$ cat src/rtl/pmid_pkg.sv
// Shared types, widths and constants for the periodic minimum-image distance block.
// Used by every module under rtl; depends on nothing else.
`timescale 1ns / 1ps

package pmid_pkg;

  // Spatial dimension: 1 or 2
  localparam int DIM = 2;
  localparam bit USE_Y = (DIM > 1);

  // Fixed-point layout
  localparam int COORD_W = 32;              // Q16.16 coordinates and box entries
  localparam int Q_POS   = 16;              // fraction bits of a coordinate
  localparam int Q_INV   = 28;              // fraction bits of inverse entries and fractions
  localparam int DIFF_W  = COORD_W + 1;     // exact coordinate difference
  localparam int PROD1_W = COORD_W + DIFF_W;  // inverse entry times difference
  localparam int ACC1_W  = PROD1_W + 1;     // sum over two columns
  localparam int FRAC_W  = ACC1_W - Q_POS;  // box fraction, Q.28
  localparam int LO_W    = 25;              // low slice of a fraction, unsigned
  localparam int HI_W    = FRAC_W - LO_W;   // high slice of a fraction, signed
  localparam int PPH_W   = COORD_W + HI_W;  // box entry times high slice
  localparam int PPL_W   = COORD_W + LO_W + 1;  // box entry times low slice
  localparam int TERM_W  = COORD_W + FRAC_W;  // full box entry times fraction
  localparam int ACC2_W  = TERM_W + 1;      // sum over two fractions
  localparam int DISP_W  = ACC2_W - Q_INV;  // unsaturated displacement, Q39.16
  localparam int DIST_W  = 2 * COORD_W;     // squared length, Q32.32

  localparam logic signed [FRAC_W-1:0] HALF_Q28 = FRAC_W'(longint'(1) <<< (Q_INV - 1));
  localparam logic signed [FRAC_W-1:0] ONE_Q28  = FRAC_W'(longint'(1) <<< Q_INV);
  localparam logic signed [FRAC_W-1:0] NEG_HALF_Q28 = -HALF_Q28;

  // Configuration register indexes
  typedef enum logic [2:0] {
    REG_INV_ROW_ZERO = 3'd0,
    REG_INV_ROW_ONE  = 3'd1,
    REG_FWD_ROW_ZERO = 3'd2,
    REG_FWD_ROW_ONE  = 3'd3,
    REG_WRAP_AXES    = 3'd4
  } reg_idx_t;

  localparam int CFG_ADDR_W = 3;
  localparam int CFG_DATA_W = 64;

  // Input word: two points
  typedef struct packed {
    logic signed [COORD_W-1:0] first_x;
    logic signed [COORD_W-1:0] first_y;
    logic signed [COORD_W-1:0] second_x;
    logic signed [COORD_W-1:0] second_y;
  } in_word_t;

  // Result word: displacement and squared length
  typedef struct packed {
    logic signed [COORD_W-1:0] disp_x;
    logic signed [COORD_W-1:0] disp_y;
    logic        [DIST_W-1:0]  dist_sq;
  } out_word_t;

  // Current register contents, split into matrix entries
  typedef struct packed {
    logic signed [COORD_W-1:0] inv00;
    logic signed [COORD_W-1:0] inv01;
    logic signed [COORD_W-1:0] inv10;
    logic signed [COORD_W-1:0] inv11;
    logic signed [COORD_W-1:0] fwd00;
    logic signed [COORD_W-1:0] fwd01;
    logic signed [COORD_W-1:0] fwd10;
    logic signed [COORD_W-1:0] fwd11;
    logic        [1:0]         wrap;
  } cfg_t;

  // Wrapped box fractions between the two halves of the pipeline
  typedef struct packed {
    logic signed [FRAC_W-1:0] frac_x;
    logic signed [FRAC_W-1:0] frac_y;
  } frac_t;

endpackage

$ cat src/rtl/pmid_regs.sv
// Configuration register file: inverse and forward box matrices and wrap bits.
// Depends on pmid_pkg.
`timescale 1ns / 1ps

module pmid_regs (
  input  logic                                clk,
  input  logic                                rst_n,
  input  logic                                cfg_we,
  input  logic [pmid_pkg::CFG_ADDR_W-1:0]     cfg_addr,
  input  logic [pmid_pkg::CFG_DATA_W-1:0]     cfg_wdata,
  output pmid_pkg::cfg_t                      cfg
);

  logic [pmid_pkg::CFG_DATA_W-1:0] inv_row_zero_r, inv_row_one_r;
  logic [pmid_pkg::CFG_DATA_W-1:0] fwd_row_zero_r, fwd_row_one_r;
  logic [1:0]                      wrap_axes_r;

  // Write one register; unknown indexes drop the word
  always_ff @(posedge clk) begin
    if (!rst_n) begin
      inv_row_zero_r <= 64'h0000_0000_1000_0000;
      inv_row_one_r  <= 64'h1000_0000_0000_0000;
      fwd_row_zero_r <= 64'h0000_0000_0001_0000;
      fwd_row_one_r  <= 64'h0001_0000_0000_0000;
      wrap_axes_r    <= 2'b00;
    end else if (cfg_we) begin
      case (pmid_pkg::reg_idx_t'(cfg_addr))
        pmid_pkg::REG_INV_ROW_ZERO: inv_row_zero_r <= cfg_wdata;
        pmid_pkg::REG_INV_ROW_ONE:  inv_row_one_r  <= cfg_wdata;
        pmid_pkg::REG_FWD_ROW_ZERO: fwd_row_zero_r <= cfg_wdata;
        pmid_pkg::REG_FWD_ROW_ONE:  fwd_row_one_r  <= cfg_wdata;
        pmid_pkg::REG_WRAP_AXES:    wrap_axes_r    <= cfg_wdata[1:0];
        default: ;
      endcase
    end
  end

  // Column zero sits in the low half of each row
  assign cfg.inv00 = inv_row_zero_r[31:0];
  assign cfg.inv01 = inv_row_zero_r[63:32];
  assign cfg.inv10 = inv_row_one_r[31:0];
  assign cfg.inv11 = inv_row_one_r[63:32];
  assign cfg.fwd00 = fwd_row_zero_r[31:0];
  assign cfg.fwd01 = fwd_row_zero_r[63:32];
  assign cfg.fwd10 = fwd_row_one_r[31:0];
  assign cfg.fwd11 = fwd_row_one_r[63:32];
  assign cfg.wrap  = wrap_axes_r;

endmodule

$ cat config.mk
export PLATFORM = sky130hd
export DESIGN_NAME = pmid_regs
export DESIGN_NICKNAME = d
export VERILOG_FILES = /design/src/rtl/pmid_pkg.sv /design/src/rtl/pmid_regs.sv
export SDC_FILE = /design/constraint.sdc
export NUM_CORES = 1
export LEC_CHECK = 0
export BUFFER_PORTS_ARGS = -buffer_cell sky130_fd_sc_hd__buf_2
export CAP_MARGIN = 40
export CORE_MARGIN = 2
export CORE_UTILIZATION = 52
export CTS_BUF_LIST = sky130_fd_sc_hd__clkbuf_4 sky130_fd_sc_hd__clkbuf_8
export CTS_CLUSTER_SIZE = 25
export DETAILED_ROUTE_END_ITERATION = 10
export PLACE_DENSITY = 0.82
export SETUP_SLACK_MARGIN = 0.15
export SLEW_MARGIN = 20
export SYNTH_ARGS = -nofsm -noshare
export SYNTH_HDL_FRONTEND = slang
export SYNTH_SLANG_ARGS = --single-unit
$ cat constraint.sdc
create_clock -name clk -period 1.05 [get_ports clk]
set_input_delay 0.0525 -clock clk [delete_from_list [all_inputs] [get_ports clk]]
set_output_delay 0.0525 -clock clk [all_outputs]
set_load 0.005 [all_outputs]
======== Word-level counts from Yosys, hierarchy flattened ========
Index checks and enable logic that the tools add are counted.
word-level totals
  register bits after elaboration ......... 258
cells by class
  reduce and logical (&&, ||, !) cells .... 6
  equal/unequal tests ..................... 4
operator list
  cell                  count
  $reduce_and A2 Y1     5
  $eq A3 B2 Y1 const B  2
  $eq A3 B1 Y1 const B  1
  $eq A3 B3 Y1 const B  1
  $logic_not A3 Y1      1

======== Depth between registers and ports, before layout ========
  depth in word-level cells ............... 2
  gate-level depth with buffers ........... 5

======== Least setup slack after synthesis ========
Ideal clock, no wire load.
  path kind ............................... input to register
  start ................................... input cfg_addr[0] (netlist bit)
  end ..................................... register inv_row_zero_r[0] (netlist bit)
  data arrival time ....................... 0.844 ns
  setup slack ............................. 0.134 ns
  cell stages on the path ................. 4
  setup time .............................. 0.072 ns
  cells stage by stage .................... nor4b_4 buf_12 buf_12 mux2i_1
on the way
  word-level cells in the longest chain between the ends .. 2
ends and longest elaborated chain
  what                                line             RTL
  start: declaration                  pmid_regs.sv:9   input logic [pmid_pkg::CFG_ADDR_W-1:0] cfg_addr,
  $logic_not A3 Y1                    pmid_regs.sv:27  case (pmid_pkg::reg_idx_t'(cfg_addr))
  $reduce_and A2 Y1 (no source line)  n/a
  end signal: assignment              pmid_regs.sv:28  pmid_pkg::REG_INV_ROW_ZERO: inv_row_zero_r <= cfg_wdata;
  end: declaration                    pmid_regs.sv:14  logic [pmid_pkg::CFG_DATA_W-1:0] inv_row_zero_r, inv_row_one_r;
Every way passes these cells.
A chain may end at the register's enable or synchronous reset.

======== Worst setup path after layout ========
  start ................................... register fwd_row_zero_r[24] (netlist bit)
  end ..................................... output cfg[122] (netlist bit)
RTL lines
  what                      line             RTL
  start: declaration        pmid_regs.sv:15  logic [pmid_pkg::CFG_DATA_W-1:0] fwd_row_zero_r, fwd_row_one_r;
  start signal: assignment  pmid_regs.sv:30  pmid_pkg::REG_FWD_ROW_ZERO: fwd_row_zero_r <= cfg_wdata;
  end: declaration          pmid_regs.sv:11  output pmid_pkg::cfg_t cfg
No word-level cell between the ends.

==> results.sh <==
export IMPL_fin_nets=1489
export IMPL_diodes=0
export IMPL_vias=9096
export IMPL_routed_wl_um=36200
export IMPL_cts_sinks=258
export IMPL_drtIter0Drc=511
export IMPL_initial_core_util=0.532
export IMPL_synth_top_area_frac=0.538
export IMPL_grt_use_met3=0.0654
export IMPL_drt_pass1_iter_count=6
export IMPL_die_w_um=140
export IMPL_grt_max_degree=50
export IMPL_avgRoutedWirePerCell_um=21.6
export IMPL_via_per_inst=5.42
export IMPL_status="finished, violations left"
export IMPL_antenna_left=0
export IMPL_synth_net_count=982
export IMPL_coreArea_um2=18000
export IMPL_p_per_area_nw_per_um2=1410
export IMPL_fin_cells=1679
export IMPL_cp_required_ps=1000
export IMPL_grt_pass1_vias=9074
export IMPL_insertion_delay_ps=530
export IMPL_yosysSeqAreaShare=0.538
export IMPL_fin_ws_ps=-15.6
export IMPL_ys_flop_type="dfxtp_1"
export IMPL_setup_viol=8
export IMPL_ys_seq_elements=258
export IMPL_ctsLongestPathBuffers=3
export IMPL_dieArea_um2=19600
export IMPL_min_period_over_period=1.01
export IMPL_leakagePower_nw=7.85
export IMPL_avgSynthCellArea_um2=10.5
export IMPL_max_stage_delay_ps=360
export IMPL_netlist_cell_type_count=14
export IMPL_overflow=0
export IMPL_placed_cells=1463
export IMPL_drive_above_1_share=0.550
export IMPL_synth_most_common_cell="nand2_1"
export IMPL_start_kind="flop"
export IMPL_worst_slew_pin_slew_ps=499
export IMPL_cp_arrival_ps=1010
export IMPL_fillCellCount=815
export IMPL_critPathSlowestCell="dfxtp_2"
export IMPL_report_final_hold_viol_count=0
export IMPL_grt_busiest_layer="met2"
export IMPL_io_pins=328
export IMPL_cp_num_buf_inv=1
export IMPL_synthArstFlopShare=0
export IMPL_hp_class="in -> reg"
export IMPL_layout_min_cycle_time_ps=1070
export IMPL_grt_pass1_wl_um=48600
export IMPL_finClkSkew_ps=0
export IMPL_report_final_slew_viol_count=0
export IMPL_violations="negative setup slack"
export IMPL_synthTopCellsByCount="nand2_1 (318), dfxtp_1 (258), mux2i_1 (258), buf_2 (23), buf_6 (17)"
export IMPL_drcViolationCount=0
export IMPL_fmax_mhz=938
export IMPL_fin_util=0.845
export IMPL_cts_made_buffers=41
export IMPL_rows=49
export IMPL_clk_pin_slew_ps=80
export IMPL_slew_headroom=0.667
export IMPL_path_cells="buf_2"
export IMPL_cts_tree="built"
export IMPL_syn_inst=912
export IMPL_netlist_area_um2=9600
export IMPL_antenna_found_initial=0
export IMPL_grtUsageTotal=0.310
export IMPL_io_buffers=327
export IMPL_crit_type="reg -> out"
export IMPL_yosysTopAreaCell="dfxtp_1"
export IMPL_cts_root_buffer_cell="clkbuf_8"
export IMPL_peakVddDrop_mv=1.21
export IMPL_cts_max_level=2
export IMPL_dp_hpwl_um=17800
export IMPL_synth_edff_count=0
export IMPL_ys_warn_count=0
export IMPL_use_met1=0.332
export IMPL_gp_congestion=0.819
export IMPL_fp_dieH_um=140
export IMPL_gr_usage_met2=0.565
export IMPL_drv_cap=0
export IMPL_area_growth_pct=58.7
export IMPL_rsz0062_at_grt="true"
export IMPL_yosys_top_cells_area="dfxtp_1 (54%), mux2i_1 (27%), nand2_1 (12%)"
export IMPL_end_kind="primary output"
export IMPL_crit_family="flip-flops"
export IMPL_crit_path_max_fanout=2
==> metal layers <==
layer,wire [µm],up-vias
met2,19000,505
met1,12500,4414
met3,2590,152
met4,2110,0
met5,0,-
li1,-,4025
==> power by group <==
group / leakage (nW) / total, mW / internal, mW / switching [mW]
combinational: 5.16 / 2.02 / 1.05 / 0.972
clock: 0.474 / 9.24 / 5.08 / 4.16
sequential: 2.21 / 10.2 / 10.0 / 0.161
total: 7.85 / 21.5 / 16.2 / 5.30
==> final timing paths <==
check                           from            endpoint  cells after the start  slack [ps]
setup / recovery  fwd_row_zero_r[24]            cfg[122]                      1         -20
hold / removal                 rst_n    inv_row_one_r[3]                      4          10
setup reg to reg  inv_row_zero_r[25]  inv_row_zero_r[25]                      4         120
hold reg to reg   inv_row_zero_r[56]  inv_row_zero_r[56]                      2         460
==> layout make-up <==
type / count / area (µm²) / area share
multi-input cells: 590 / 3940 / 0.259
well taps: 229 / 287 / 0.0188
flip-flops and latches: 258 / 5490 / 0.360
clock buffers: 66 / 840 / 0.0551
repair buffers: 528 / 4640 / 0.304
clock inverters: 8 / 42.5 / 0.00279
==> logic make-up (layout without fill, tap and decap cells) <==
kind of cell / after synthesis / after routing / synth area share
DFF: 258 / 258 / 0.538
buffers and inverters: 64 / 602 / 0.0548
and+or+nand+nor: 332 / 332 / 0.138
muxes: 258 / 258 / 0.269
==> layout by cell type (no fill, tap or decap), drive strengths merged <==
cell type,n
and4bb,2
buf,459
clkbuf,67
clkinv,7
clkinvlp,1
dfxtp,258
dlygate4sd3,66
dlymetal6s4s,2
mux2i,258
nand2,318
nand4b,1
nand4bb,2
nor2b,8
nor4b,1
==> per-stage QoR <==
| stage | hold WS [ps] | TNS [ps] | area, µm² | setup WS (ps) | total power, mW |
|---|---|---|---|---|---|
| floorplan | 213 | 0 | 9600 | 134 | 11.1 |
| global placement | 333 | -5060 | 11700 | -99.2 | 11.7 |
| detailed placement | 343 | -8630 | 11700 | -153 | 11.8 |
| CTS | -20.0 | -73.3 | 14500 | -23.5 | 21.0 |
| global route | 7.02 | -1600 | 15200 | -51.4 | 22.0 |
| finish | 13.3 | -70.0 | 15200 | -15.6 | 21.5 |
==> registers in the layout (all words and copies together), names as in the netlist <==
register and flops:
fwd_row_zero_r 64, inv_row_one_r 64, inv_row_zero_r 64, wrap_axes_r 2, fwd_row_one_r 64
==> what timing repair did <==
action / CTS / global route
endpoints found under the hold margin: 258 / 0
hold buffers: 68 / 0
buffers inserted: 25 / 48
resized for setup: 368 / 58
cloned: 0 / 1
endpoints found under the setup margin: 258 / 353
Power figures use the tool's default switching activity.
